`config.mk`:
```
export PLATFORM = sky130hd
export DESIGN_NAME = mbd_queue
export DESIGN_NICKNAME = d
export VERILOG_FILES = /design/src/rtl/mbd_pkg.sv /design/src/rtl/mbd_queue.sv
export SDC_FILE = /design/constraint.sdc
export NUM_CORES = 1
export LEC_CHECK = 0
export BUFFER_PORTS_ARGS = -buffer_cell sky130_fd_sc_hd__buf_2
export CORE_MARGIN = 10
export CORE_UTILIZATION = 50
export CTS_BUF_LIST = sky130_fd_sc_hd__clkbuf_4 sky130_fd_sc_hd__clkbuf_8
export DETAILED_ROUTE_END_ITERATION = 10
export PLACE_DENSITY = 0.71
export SETUP_SLACK_MARGIN = 0.05
export SLEW_MARGIN = 15
export SYNTH_ARGS = -nofsm -noshare
export SYNTH_HDL_FRONTEND = slang
export SYNTH_SLANG_ARGS = --single-unit
```
`constraint.sdc`:
```
create_clock -name clk -period 3.1 [get_ports clk]
set_clock_uncertainty 0.1 [all_clocks]
set_input_delay 0.465 -clock clk [delete_from_list [all_inputs] [get_ports clk]]
set_output_delay 0.465 -clock clk [all_outputs]
set_load 0.03 [all_outputs]
```
`src/rtl/mbd_pkg.sv`:
```
`timescale 1ns / 1ps
// ----------------------------------------------------------------------------
// mbd_pkg
// Shared types, constants and sRGB curve tables for the mip box downsampler.
// ----------------------------------------------------------------------------
package mbd_pkg;

  localparam int MAX_WIDTH   = 4096;
  localparam int LINEAR_BITS = 16;
  localparam int COL_W       = $clog2(MAX_WIDTH);
  localparam int ROW_W       = 16;
  localparam int SRC_W_W     = COL_W + 1;
  localparam int PAIR_DEPTH  = MAX_WIDTH / 2;
  localparam int ADDR_W      = $clog2(PAIR_DEPTH);
  localparam int LIN_W       = LINEAR_BITS;
  localparam int PAIR_W      = LIN_W + 1;
  localparam int TOT_W       = LIN_W + 2;
  localparam int QUEUE_DEPTH = 4;
  localparam int OUT_DEPTH   = 16;
  localparam int ENC_STEPS   = 8;
  localparam int CFG_IDX_W   = 2;
  localparam int CFG_DATA_W  = 16;

  // configuration register indexes
  localparam logic [CFG_IDX_W-1:0] CFG_SRC_WIDTH  = 2'd0;
  localparam logic [CFG_IDX_W-1:0] CFG_SRC_HEIGHT = 2'd1;
  localparam logic [CFG_IDX_W-1:0] CFG_SRGB_MODE  = 2'd2;

  typedef struct packed {
    logic [7:0] red_in;
    logic [7:0] green_in;
    logic [7:0] blue_in;
    logic [7:0] alpha_in;
  } pix_in_t;

  typedef struct packed {
    logic [7:0] red_out;
    logic [7:0] green_out;
    logic [7:0] blue_out;
    logic [7:0] alpha_out;
    logic       last_of_image;
  } pix_out_t;

  typedef struct packed {
    logic [SRC_W_W-1:0] src_width;
    logic [ROW_W-1:0]   src_height;
    logic               srgb_mode;
  } cfg_t;

  typedef struct packed {
    logic [LIN_W-1:0] r;
    logic [LIN_W-1:0] g;
    logic [LIN_W-1:0] b;
    logic [7:0]       a;
  } lin_pix_t;

  typedef struct packed {
    logic [PAIR_W-1:0] r;
    logic [PAIR_W-1:0] g;
    logic [PAIR_W-1:0] b;
    logic [8:0]        a;
  } pair_t;

  typedef enum logic [1:0] {
    OP_STORE,
    OP_COMBINE,
    OP_DIRECT
  } op_t;

  typedef struct packed {
    op_t               op;
    logic [ADDR_W-1:0] addr;
    pair_t             pair;
    logic              last;
  } item_t;

  // curve constants in fixed point
  localparam logic [63:0] LinScale = (64'd1 << LINEAR_BITS) - 64'd1;
  localparam logic [63:0] Q30One   = 64'd1 << 30;
  localparam logic [63:0] LoDen    = 64'd658920;   // 510 * 1292
  localparam logic [63:0] LoDen2   = 64'd1317840;
  localparam logic [63:0] CurveDen = 64'd538050;

  // Linear value of sRGB level n/510, evaluated at elaboration only.
  function automatic logic [LIN_W-1:0] level_to_linear(input logic [8:0] n);
    logic [63:0] nn;
    logic [63:0] x;
    logic [63:0] q;
    logic [63:0] lo;
    logic [63:0] hi;
    logic [63:0] mid;
    logic [63:0] p;
    logic [63:0] y;
    logic [63:0] res;
    nn = {55'd0, n};
    if (nn <= 64'd20) begin
      res = (nn * 64'd200 * LinScale + LoDen) / LoDen2;
    end else begin
      x  = ((64'd1000 * nn + 64'd28050) << 30) / CurveDen;
      q  = (x * x) >> 30;
      lo = 64'd0;
      hi = Q30One;
      for (int i = 0; i < 40; i++) begin
        if (lo < hi) begin
          mid = (lo + hi + 64'd1) >> 1;
          p   = (mid * mid) >> 30;
          p   = (p * mid) >> 30;
          p   = (p * mid) >> 30;
          p   = (p * mid) >> 30;
          if (p <= q) lo = mid;
          else        hi = mid - 64'd1;
        end
      end
      y   = (q * lo) >> 30;
      res = (y * LinScale + (Q30One >> 1)) >> 30;
    end
    return res[LIN_W-1:0];
  endfunction

  function automatic logic [255:0][LIN_W-1:0] build_lin_tab();
    logic [255:0][LIN_W-1:0] t;
    for (int k = 0; k < 256; k++) t[k] = level_to_linear(9'(2 * k));
    return t;
  endfunction

  function automatic logic [255:0][LIN_W-1:0] build_thr_tab();
    logic [255:0][LIN_W-1:0] t;
    t[0] = '0;
    for (int k = 1; k < 256; k++) t[k] = level_to_linear(9'(2 * k - 1));
    return t;
  endfunction

  // code -> linear, and rising thresholds of the inverse curve
  localparam logic [255:0][LIN_W-1:0] LIN_TAB = build_lin_tab();
  localparam logic [255:0][LIN_W-1:0] THR_TAB = build_thr_tab();

endpackage

```
`src/rtl/mbd_queue.sv`:
```
`timescale 1ns / 1ps
// ----------------------------------------------------------------------------
// mbd_queue
// Short item queue between the classifier front and the filter back.
// ----------------------------------------------------------------------------
module mbd_queue import mbd_pkg::*; (
  input  logic  clk,
  input  logic  rst_n,
  input  logic  push,
  input  item_t push_item,
  output logic  full,
  input  logic  pop,
  output logic  empty,
  output item_t head_item
);

  localparam int PTR_W = $clog2(QUEUE_DEPTH);
  localparam int CNT_W = $clog2(QUEUE_DEPTH + 1);

  item_t            slot_r [QUEUE_DEPTH];
  logic [PTR_W-1:0] wr_ptr_r;
  logic [PTR_W-1:0] rd_ptr_r;
  logic [CNT_W-1:0] cnt_r;

  assign full      = (cnt_r == CNT_W'(QUEUE_DEPTH));
  assign empty     = (cnt_r == '0);
  assign head_item = slot_r[rd_ptr_r];

  always_ff @(posedge clk) begin
    if (!rst_n) begin
      wr_ptr_r <= '0;
      rd_ptr_r <= '0;
      cnt_r    <= '0;
    end else begin
      if (push) wr_ptr_r <= wr_ptr_r + PTR_W'(1);
      if (pop)  rd_ptr_r <= rd_ptr_r + PTR_W'(1);
      case ({push, pop})
        2'b10:   cnt_r <= cnt_r + CNT_W'(1);
        2'b01:   cnt_r <= cnt_r - CNT_W'(1);
        default: cnt_r <= cnt_r;
      endcase
    end
  end

  always_ff @(posedge clk) begin
    if (push) slot_r[wr_ptr_r] <= push_item;
  end

endmodule

```
# Word level (Yosys, flattened, before mapping)

Memory sizes are Yosys's and may differ from the RTL's. A register that Yosys moved wholly into a read port is not among the register bits.
Cells that the tools add are included.

Memories: 1
Bits in registers: 7
Word-level logic and storage cells: 18
Memory bits (writable): 296
Bits of input ports: 78
Bits in latches: 0
Memory bits (read-only): 0
Output and inout bits: 76

Bitwise gates (word level): 0
Reductions and logical operators: 2
Multipliers: 0
Shift operators: 0
Add/subtract/negate cells: 4
Eq/ne operators: 3
Muxes and demuxes: 5
Div/mod/pow operators: 0
Order comparisons: 0

Memory list:

| memory | words | bits a word | read ports | clocked after Yosys merged registers in | wr ports | line            | RTL |
|---|---|---|---|---|---|---|---|
| slot_r | 4     | 74          | 1          | 1                                       | 1        | mbd_queue.sv:20 | `item_t slot_r [QUEUE_DEPTH];` |

Operators with widths:

| kind                                                                   | number |
|---|---|
| 3-bit one-hot mux with 2 select lines                                  | 1 |
| 2-bit by 1-bit adder with 2-bit output (second input constant)         | 2 |
| 2-bit two-way mux                                                      | 2 |
| 3-bit by 1-bit adder with 3-bit output (second input constant)         | 1 |
| 3-bit equality test (second input constant)                            | 1 |
| 3-bit logical NOT                                                      | 1 |
| 3-bit by 1-bit subtractor with 3-bit output (second input constant)    | 1 |
| 2-bit by 1-bit equality test with 1-bit output (second input constant) | 1 |
| 2-bit equality test (second input constant)                            | 1 |
| 1-bit two-way mux                                                      | 2 |
| 2-bit nonzero test                                                     | 1 |

# Longest topological paths before layout

Gate-level depths: netlist (run 1).

Depth after elaboration: 3
Depth in mapped cells: 7
Gate-level depth less buffers: 7

# Worst setup path after synthesis (run 1)

Ideal clock, no wire load.

Kind: register -> register
Start point: reg wr_ptr_r[0]
End point: mem slot_r[0][0] (netlist name) (enable)
Arrival: 2.270 ns
Data required time: 2.560 ns
Path slack: 0.290 ns
Clock period less this slack: 2.810 ns
Buffers on the path: 0
Stages on the path, launching flop included: 4
Setup time: 0.440 ns
Cells stage by stage: dfxtp_1 > inv_1 > ha_1 > and2_1

RTL lines:

| what                     | line            | RTL |
|---|---|---|
| start: declaration       | mbd_queue.sv:21 | `logic [PTR_W-1:0] wr_ptr_r;` |
| start signal: assignment | mbd_queue.sv:35 | `if (push) wr_ptr_r <= wr_ptr_r + PTR_W'(1);` |
| end: declaration         | mbd_queue.sv:20 |  |

No word-level cell before the write port.

==> flow_summary_export.csv, run 1 <==
group,metric,value,unit
run_status,status,"complete, no violations",
synthesis,ys_seq_area_frac,0.815,
clock_tree,cts_resized,0,
setup_path,arrival,2.25,ns
clock_tree,clkLatencyLatePin,0.53,ns
timing,finalSetupTns,0,ns
setup_path,crit_family,"flip-flops",
finish,area_growth_syn_to_layout,19.2,%
synthesis,netlist-cell-type-count,21,
synthesis,syn_avg_cell_area,25.8,um2
finish,register_area,0.00908,mm2
detailed_routing,drt-pass1-iter-count,4,
detailed_routing,viasPerCell,5.38,
timing,setup_violations,0,
flow_run,cap_violations,0,
floorplan,fp.dieH,169,um
floorplan,rows,54,
timing,whs,0.0447,ns
setup_path,end_kind,"output pin",
place,place.gp.congestion,0.725,
power,p_per_area,689,mW/mm2
setup_path,critPathMaxFanout,23,
detailed_routing,dr_total_vias,5117,
clock_tree,cts_buffers,49,
floorplan,die_x,169,um
clock_tree,cts_setup_buffers,0,
synthesis,synth.area.top_cells,"edfxtp_1, mux4_2, dfxtp_1",
clock_tree,cts.sinks,305,
global_route,grt_first_pass_wirelength,32.7,mm
setup_path,crit_required,2.53,ns
detailed_routing,totalWireLength,21.1,mm
finish,drive_above_1_share,0.488,
timing,fmax,0.356,GHz
power,p_leak,4.53,nW
setup_path,critPathLaunchType,"flop",
finish,fill_cells,1561,
setup_path,crit_slowest_cell,"dfxtp_4",
power,ir_worst_vdd,0.000401,V
finish,layout_common_cells,"edfxtp_1, buf_2, mux4_2, clkbuf_8, clkbuf_4",
finish,layout_commonest_cell,"edfxtp_1",
timing,relSlewSlack,0.525,
setup_path,path_cells,"buf_12, mux4_2, buf_2",
global_route,track_usage,0.148,
setup_path,slowest_delay,0.63,ns
place,dpl.hpwl,13.2,mm
global_route,overflow,0,
synthesis,synth_area,0.0111,mm2
timing,fin_crit,2.81,ns
global_route,grt_max_degree,54,
timing,rsz0062_at_grt,"false",
worst_hold_path,hold_class,"in -> reg",
timing,tightestPinTransition,0.712,ns
setup_path,path_class,"reg -> out",
clock_tree,cts_root_buf,"clkbuf_8",
timing,post-route-period-util,0.907,
timing,hold_violations,0,
floorplan,ios,154,
detailed_routing,drcViolationCount,0,
finish,finalCoreUtilization,0.606,
setup_path,critical_path_buf_inv_count,2,
synthesis,synth_top_area_frac,0.799,
clock_tree,htree_levels,2,
synthesis,netlist_instances,432,
timing,maxSlewViolCount,0,
synthesis,syn_nets,516,
global_route,grt_pass1_vias,5749,
global_route,grt_antenna_before_repair,2,
place,portBuffers,153,
finish,multi_input_area,0.00192,mm2
detailed_routing,drtIter0Drc,377,
synthesis,ys_ff_latch,305,
power,p_total,0.00914,W
floorplan,dieArea,0.0286,mm2
clock_tree,cts_tree,"done",
detailed_routing,routedWlPerCell,22.2,um
floorplan,core_area,0.0219,mm2
synthesis,yosys.area.top_type,"edfxtp_1",
clock_tree,path_clk_slew,0.06,ns
detailed_routing,ant_nets,0,
clock_tree,clockBufferDepth,3,
finish,num-nets-final,717,
floorplan,start_util,0.508,
synthesis,synth_warnings,0,
synth_stat cells:
| library cell | instances |
|---|---|
| dfxtp_1 | 9 |
| xor2_1 | 3 |
| ha_1 | 5 |
| fa_1 | 1 |
| or3_1 | 1 |
| inv_1 | 6 |
| xnor2_1 | 2 |
| mux4_2 | 74 |
| nor3_1 | 1 |
| buf_2 | 7 |
| mux2i_1 | 1 |
| buf_4 | 1 |
| a21boi_0 | 1 |
| and3_1 | 1 |
| edfxtp_1 | 296 |
| buf_6 | 7 |
| and2_1 | 10 |
| o21ai_0 | 2 |
| nand2_1 | 2 |
| clkbuf_1 | 1 |
| nor2b_1 | 1 |
cells by family after synthesis:
| kind of cell | after synthesis | synth area share |
|---|---|---|
| compound gates | 3 | 0.00157 |
| xor+xnor | 5 | 0.00394 |
| fa+ha+maj | 6 | 0.00742 |
| buf+inv | 22 | 0.0133 |
| flops | 305 | 0.815 |
| mux | 75 | 0.151 |
| simple gates | 16 | 0.00843 |
through the flow:
stage | cells | worst slack [ns] | instance area [um2]
6_report | 952 | 0.288 | 13300
5_1_grt | 951 | 0.122 | 13300
4_1_cts | 950 | 0.177 | 13300
3_5_place_dp | 860 | 0.786 | 12300
3_3_place_gp | 860 | 0.783 | 12300
2_1_floorplan | 432 | 0.290 | 11100
final cells by class:
cell class / count / share of cell area
sequential: 305 / 0.684
multi-input combinational: 105 / 0.145
timing repair buffer: 166 / 0.0711
clock buffer: 74 / 0.0659
tap: 280 / 0.0264
clock inverter: 14 / 0.00538
inverter: 6 / 0.00170
antenna: 2 / 0.000377
routing by layer:
layer | track usage | share of wire | up-vias
met5 | 0 | 0 | -
met4 | 0.0443 | 0.017 | 0
met3 | 0.0442 | 0.074 | 32
met2 | 0.239 | 0.50 | 183
met1 | 0.189 | 0.41 | 2647
li1 | - | - | 2255
path summary, 6_finish.rpt:
check | from | end | slack (ns) | cells after the start
hold reg to reg | cnt_r[2] | cnt_r[2] | 0.46 | 2
setup reg to reg | wr_ptr_r[0] | slot_r[2][4] | 1.20 | 4
hold / removal | push_item[71] | slot_r[2][71] | 0.04 | 1
setup / recovery | flop | head_item[63] | 0.29 | 3
state kept, by name (all words and copies together) (netlist names), named ones only:
name      count
cnt_r         3
rd_ptr_r      2
slot_r      296
wr_ptr_r      2
timing repair:
action                                 CTS  global route
endpoints found under the hold margin    7             0
setup endpoints to repair                0             0
hold buffers                             2             0
where the power goes:
part	total [W]	internal [W]	leakage (nW)	switching, W
Clock	0.00323	0.00180	0.504	0.00144
Sequential	0.00481	0.00474	2.79	0.0000733
Combinational	0.00109	0.000408	1.23	0.000686
Total	0.00914	0.00694	4.53	0.00219
No activity file was read; power rests on OpenSTA's default activity.
==> run 2: changes to the inputs <==
--- a/config.mk
+++ b/config.mk
@@ -11,6 +11,7 @@
 export CTS_BUF_LIST = sky130_fd_sc_hd__clkbuf_4 sky130_fd_sc_hd__clkbuf_8
 export DETAILED_ROUTE_END_ITERATION = 10
 export PLACE_DENSITY = 0.71
+export RECOVER_POWER = 100
 export SETUP_SLACK_MARGIN = 0.05
 export SLEW_MARGIN = 15
 export SYNTH_ARGS = -nofsm -noshare
==> run 2 against run 1 <==
  * The run now ends with max-capacitance violations, max-slew violations left
  * Hold slack gained 0.045 ns
  * Via count grew 0.90%
  * First-iteration DRC count shrank 2.7%
  * Cell count is the same
  * Critical endpoint unchanged
==> flow_summary_export.csv, run 2 (synthesized netlist as in run 1, its figures left out) <==
group,metric,value,unit
run_status,status,"finished with violations",
run_status,violations,"max-capacitance violations, max-slew violations",
detailed_routing,drcViolationCount,0,
detailed_routing,routedWlPerCell,22.2,um
floorplan,start_util,0.508,
floorplan,die_x,169,um
place,place_area,0.0123,mm2
setup_path,end_kind,"output pin",
timing,finalSetupTns,0,ns
flow_run,cap_violations,2,
global_route,grt_first_pass_wirelength,32.7,mm
timing,fmax,0.349,GHz
finish,final_cell_area,0.0131,mm2
setup_path,path_cells,"buf_6, mux4_2, clkbuf_2",
clock_tree,clockBufferDepth,3,
worst_hold_path,hold_start,"push_item[54]",
finish,area_growth_syn_to_layout,17.6,%
power,p_total,0.00911,W
timing,setup_violations,0,
floorplan,core_area,0.0219,mm2
clock_tree,cts_resized,0,
timing,relSlewSlack,-0.159,
timing,maxSlewViolCount,64,
clock_tree,path_clk_slew,0.06,ns
clock_tree,cts.sinks,305,
global_route,overflow,0,
finish,fill_cells,1609,
global_route,grt_max_degree,54,
worst_hold_path,whs_path_depth,1,
clock_tree,cts_tree,"done",
clock_tree,cts_root_buf,"clkbuf_8",
setup_path,r2r_cells,4,
setup_path,arrival,2.30,ns
timing,whs,0.0897,ns
floorplan,fp.dieH,169,um
finish,layout_commonest_cell,"edfxtp_1",
global_route,met2_usage,0.239,
global_route,track_usage,0.148,
global_route,gr-usage-met3,0.0442,
detailed_routing,ant_nets,0,
setup_path,critPathMaxFanout,53,
timing,rsz0062_at_grt,"false",
detailed_routing,totalWireLength,21.2,mm
floorplan,dieArea,0.0286,mm2
setup_path,crit_required,2.53,ns
global_route,grt_use_met1,0.189,
finish,multi_input_area,0.00192,mm2
power,ir_worst_vdd,0.000398,V
clock_tree,cts_buffers,49,
global_route,grt.busiest_layer,"met2",
floorplan,ios,154,
worst_hold_path,hold_class,"in -> reg",
global_route,grt_antenna_before_repair,1,
finish,largest_reg_flops,296,
setup_path,path_class,"reg -> out",
timing,tightestPinTransition,1.74,ns
setup_path,reg2reg_from,"wr_ptr_r[0]",
global_route,grt_pass1_vias,5749,
setup_path,slowest_delay,0.56,ns
finish,largest-register,"slot_r",
finish,top_regs,"slot_r: 296 flops, cnt_r: 3 flops",
timing,hold_violations,0,
power,p_leak,4.25,nW
place,dpl.hpwl,13.2,mm
clock_tree,clkLatencyLatePin,0.53,ns
detailed_routing,viasPerCell,5.42,
finish,num-nets-final,717,
finish,layout_common_cells,"edfxtp_1, clkbuf_1, mux4_2, clkbuf_2, clkbuf_8",
timing,post-route-period-util,0.925,
floorplan,rows,54,
detailed_routing,dr_total_vias,5163,
detailed_routing,drtIter0Drc,367,
setup_path,crit_slowest_cell,"dfxtp_4",
detailed_routing,drt-pass1-iter-count,5,
finish,drive_above_1_share,0.342,
setup_path,rrSetupSlack,0.30,ns
place,portBuffers,153,
setup_path,critPathLaunchType,"flop",
finish,register_area,0.00908,mm2
clock_tree,htree_levels,2,
place,place.gp.congestion,0.725,
power,p_per_area,696,mW/mm2
timing,fin_crit,2.87,ns
==> run 2: final timing paths <==
check / end
worst min register to register: cnt_r[2]
worst max register to register: slot_r[0][7]
worst min-delay path: slot_r[2][54]
worst max-delay path: head_item[63]
==> run 2: stage by stage <==
step           setup slack (ns)  utilization  std cells
4_1_cts                   0.177        0.606        950
5_1_grt                  0.0738        0.598        950
2_1_floorplan             0.290            -        432
3_3_place_gp              0.783        0.562        860
6_report                  0.231        0.598        952
3_5_place_dp              0.786        0.562        860
==> run 2: area by class of cell <==
type / count / area share
Multi-Input combinational cell: 105 / 0.146
Sequential cell: 305 / 0.693
Clock inverter: 14 / 0.00545
Inverter: 6 / 0.00172
Timing Repair Buffer: 166 / 0.0594
Clock buffer: 74 / 0.0668
Antenna cell: 2 / 0.000382
Tap cell: 280 / 0.0268
==> run 2: worst max-delay path: cells and delay by family (launching register included) <==
kind	cells	cell delay [ns]
buf+inv	2	0.73
flops	1	0.56
mux	1	0.45
==> run 2: repair_timing <==
item,in CTS,in global routing
endpoints found under the hold margin,7,0
setup buffers,0,0
hold buffers,2,0
==> run 2: routing by layer <==
layer | share of wire | up-vias
met4 | 0.013 | 0
li1 | - | 2257
met5 | 0 | -
met3 | 0.071 | 31
met1 | 0.41 | 2688
met2 | 0.50 | 187
==> run 2: power by group <==
part           internal, W  switching, W
registers          0.00474     0.0000730
logic             0.000369      0.000691
clock network      0.00180       0.00144
total              0.00691       0.00220
==> run 3: changes to the inputs <==
--- a/config.mk
+++ b/config.mk
@@ -10,6 +10,7 @@
 export CORE_UTILIZATION = 50
 export CTS_BUF_LIST = sky130_fd_sc_hd__clkbuf_4 sky130_fd_sc_hd__clkbuf_8
 export DETAILED_ROUTE_END_ITERATION = 10
+export GPL_ROUTABILITY_DRIVEN = 0
 export PLACE_DENSITY = 0.71
 export RECOVER_POWER = 100
 export SETUP_SLACK_MARGIN = 0.05
==> constraint.sdc (replaced) <==
create_clock -name clk -period 3.1 [get_ports clk]
set_clock_uncertainty 0.1 [all_clocks]
set_input_delay 0.62 -clock clk [delete_from_list [all_inputs] [get_ports clk]]
set_output_delay 0.62 -clock clk [all_outputs]
set_load 0.1 [all_outputs]
==> run 3 against run 2 <==
  * The run still ends with max-capacitance violations, max-slew violations left
  * Maximum frequency decreased by 2.8%
  * Global-route usage increased by 0.33 points
  * Sequential cell count unchanged
  * Core utilization about the same
  * Total power increased by 8.8%
  * Clock-buffer cell count decreased by 9
  * Setup slack got worse by 0.084 ns
  * Critical path depth unchanged
  * Non-clock buffer count increased by 4
  * Design area about the same
  * Wire length increased by 2.5%
  * Register-to-register slack about the same
  * Critical path type unchanged
  * Largest power group unchanged
==> flow_summary_export.csv, run 3 (synthesized netlist as in run 1, its figures left out) <==
group,metric,value,unit
finish,area_growth_syn_to_layout,17.7,%
place,dpl.hpwl,13.7,mm
floorplan,core_area,0.0219,mm2
clock_tree,htree_levels,2,
floorplan,fp.dieH,169,um
clock_tree,path_clk_slew,0.06,ns
power,power_frac_clock,0.324,
run_status,violations,"max-capacitance violations, max-slew violations",
finish,largest-register,"slot_r",
timing,post-route-period-util,0.952,
setup_path,reg2reg_from,"wr_ptr_r[0]",
power,power.switching,0.00303,W
detailed_routing,drtIter0Drc,374,
setup_path,path_cells,"buf_4, mux4_2, clkbuf_2",
floorplan,ios,154,
clock_tree,cts_setup_buffers,0,
place,dp.cells,866,
run_status,status,"finished with violations",
power,share_seq_of_total_power,0.484,
worst_hold_path,hold_start,"push_item[1]",
global_route,grt_max_degree,55,
finish,top_regs,"slot_r: 296 flops, cnt_r: 3 flops",
clock_tree,cts_hold_buf,0,
global_route,overflow,0,
power,p_sw_frac,0.306,
setup_path,path_class,"reg -> out",
detailed_routing,dr_total_vias,5182,
power,p_leak,4.30,nW
floorplan,start_util,0.508,
finish,layout_common_cells,"edfxtp_1, clkbuf_1, mux4_2, buf_2, clkbuf_8",
clock_tree,clockBufferDepth,3,
finish,num-nets-final,720,
floorplan,rows,54,
setup_path,crit_family,"buffers and inverters",
setup_path,arrival,2.23,ns
detailed_routing,viasPerCell,5.43,
timing,hold_violations,0,
power,p_int,0.00688,W
timing,fin_crit,2.95,ns
timing,rsz0062_at_grt,"false",
finish,fill_cells,1598,
power,ir_worst_vdd,0.000476,V
timing,relSlewSlack,-0.159,
power,power_frac_comb,0.192,
detailed_routing,drcViolationCount,0,
finish,multi_input_area,0.00192,mm2
timing,maxSlewViolCount,66,
setup_path,critical_path_buf_inv_count,2,
global_route,grt_pass1_vias,5821,
setup_path,critPathMaxFanout,20,
finish,finalCoreUtilization,0.598,
flow_run,cap_violations,2,
global_route,grt_antenna_before_repair,2,
finish,largest_reg_flops,296,
clock_tree,cts_tree,"done",
clock_tree,clkLatencyLatePin,0.53,ns
timing,tightestPinTransition,1.74,ns
detailed_routing,ant_nets,0,
finish,finalNonFillerCells,955,
clock_tree,cts.sinks,305,
timing,whs,0.240,ns
global_route,track_usage,0.151,
detailed_routing,routedWlPerCell,22.7,um
setup_path,crit_required,2.38,ns
finish,register_area,0.00908,mm2
place,portBuffers,153,
clock_tree,cts_buffers,48,
timing,setup_violations,0,
timing,fmax,0.339,GHz
power,p_per_area,756,mW/mm2
clock_tree,cts_root_buf,"clkbuf_8",
finish,drive_above_1_share,0.360,
setup_path,crit_slowest_cell,"mux4_2",
detailed_routing,drt-pass1-iter-count,4,
detailed_routing,totalWireLength,21.7,mm
setup_path,critPathLaunchType,"flop",
floorplan,dieArea,0.0286,mm2
finish,layout_commonest_cell,"edfxtp_1",
setup_path,end_kind,"output pin",
setup_path,slowest_delay,0.57,ns
power,p_total,0.00991,W
worst_hold_path,hold_class,"in -> reg",
floorplan,die_x,169,um
timing,finalSetupTns,0,ns
global_route,grt_first_pass_wirelength,33.6,mm
## run 3: changes by cell type in the layout (fill, tap and decap cells not counted), moves of 2 or more
cell and delta:
dlygate4sd3_1 -2, clkinvlp_4 -3, clkbuf_1 -18, clkbuf_4 -6, and2_1 +2, buf_2 +48
clkbuf_2 -26, clkinv_1 +10, buf_6 -3, buf_4 +3
## run 3: final cells by class
class / count / share of cell area
Clock buffer: 65 / 0.0611
Tap cell: 280 / 0.0267
Timing Repair Buffer: 170 / 0.0614
Clock inverter: 22 / 0.00936
Antenna cell: 2 / 0.000382
Sequential cell: 305 / 0.693
Inverter: 6 / 0.00172
Multi-Input combinational cell: 105 / 0.146
## run 3: what timing repair did
item                                    CTS  global route
endpoints found under the setup margin    0             6
endpoints found under the hold margin     0             0
gates resized for setup                   0             1
## run 3: final timing paths
kind / to / slack [ns] / cells after the start
min: slot_r[2][1] / 0.24 / 1
max: head_item[11] / 0.15 / 3
max reg2reg: slot_r[0][27] / 0.30 / 4
min reg2reg: cnt_r[2] / 0.42 / 2
## run 3: per-stage QoR
stage | setup WS (ns) | cell area (um2)
global route | 0.0289 | 13100
floorplan | 0.211 | 11100
finish | 0.148 | 13100
detailed placement | 0.683 | 12300
global placement | 0.696 | 12300
CTS | 0.0919 | 13200
## run 3: power groups by stage
stage / Sequential [W] / Clock, W / Combinational, W
floorplan: 0.00486 / 0 / 0.00160
global placement: 0.00486 / 0 / 0.00194
detailed placement: 0.00488 / 0 / 0.00196
CTS: 0.00479 / 0.00329 / 0.00196
global route: 0.00481 / 0.00348 / 0.00199
finish: 0.00480 / 0.00321 / 0.00190
## run 3: worst reg2reg max path, stage by stage (launching register included)
cell,delay [ns]
dfxtp_1,0.35
inv_1,0.09
ha_1,0.13
and2_1,1.29
buf_2,0.51
## run 3: layer usage
layer | vias to the layer above | routed length (um) | track usage
met5 | - | 0 | 0
met2 | 189 | 10900 | 0.246
met1 | 2702 | 8620 | 0.189
met3 | 33 | 1780 | 0.0505
li1 | 2258 | - | -
met4 | 0 | 399 | 0.0432
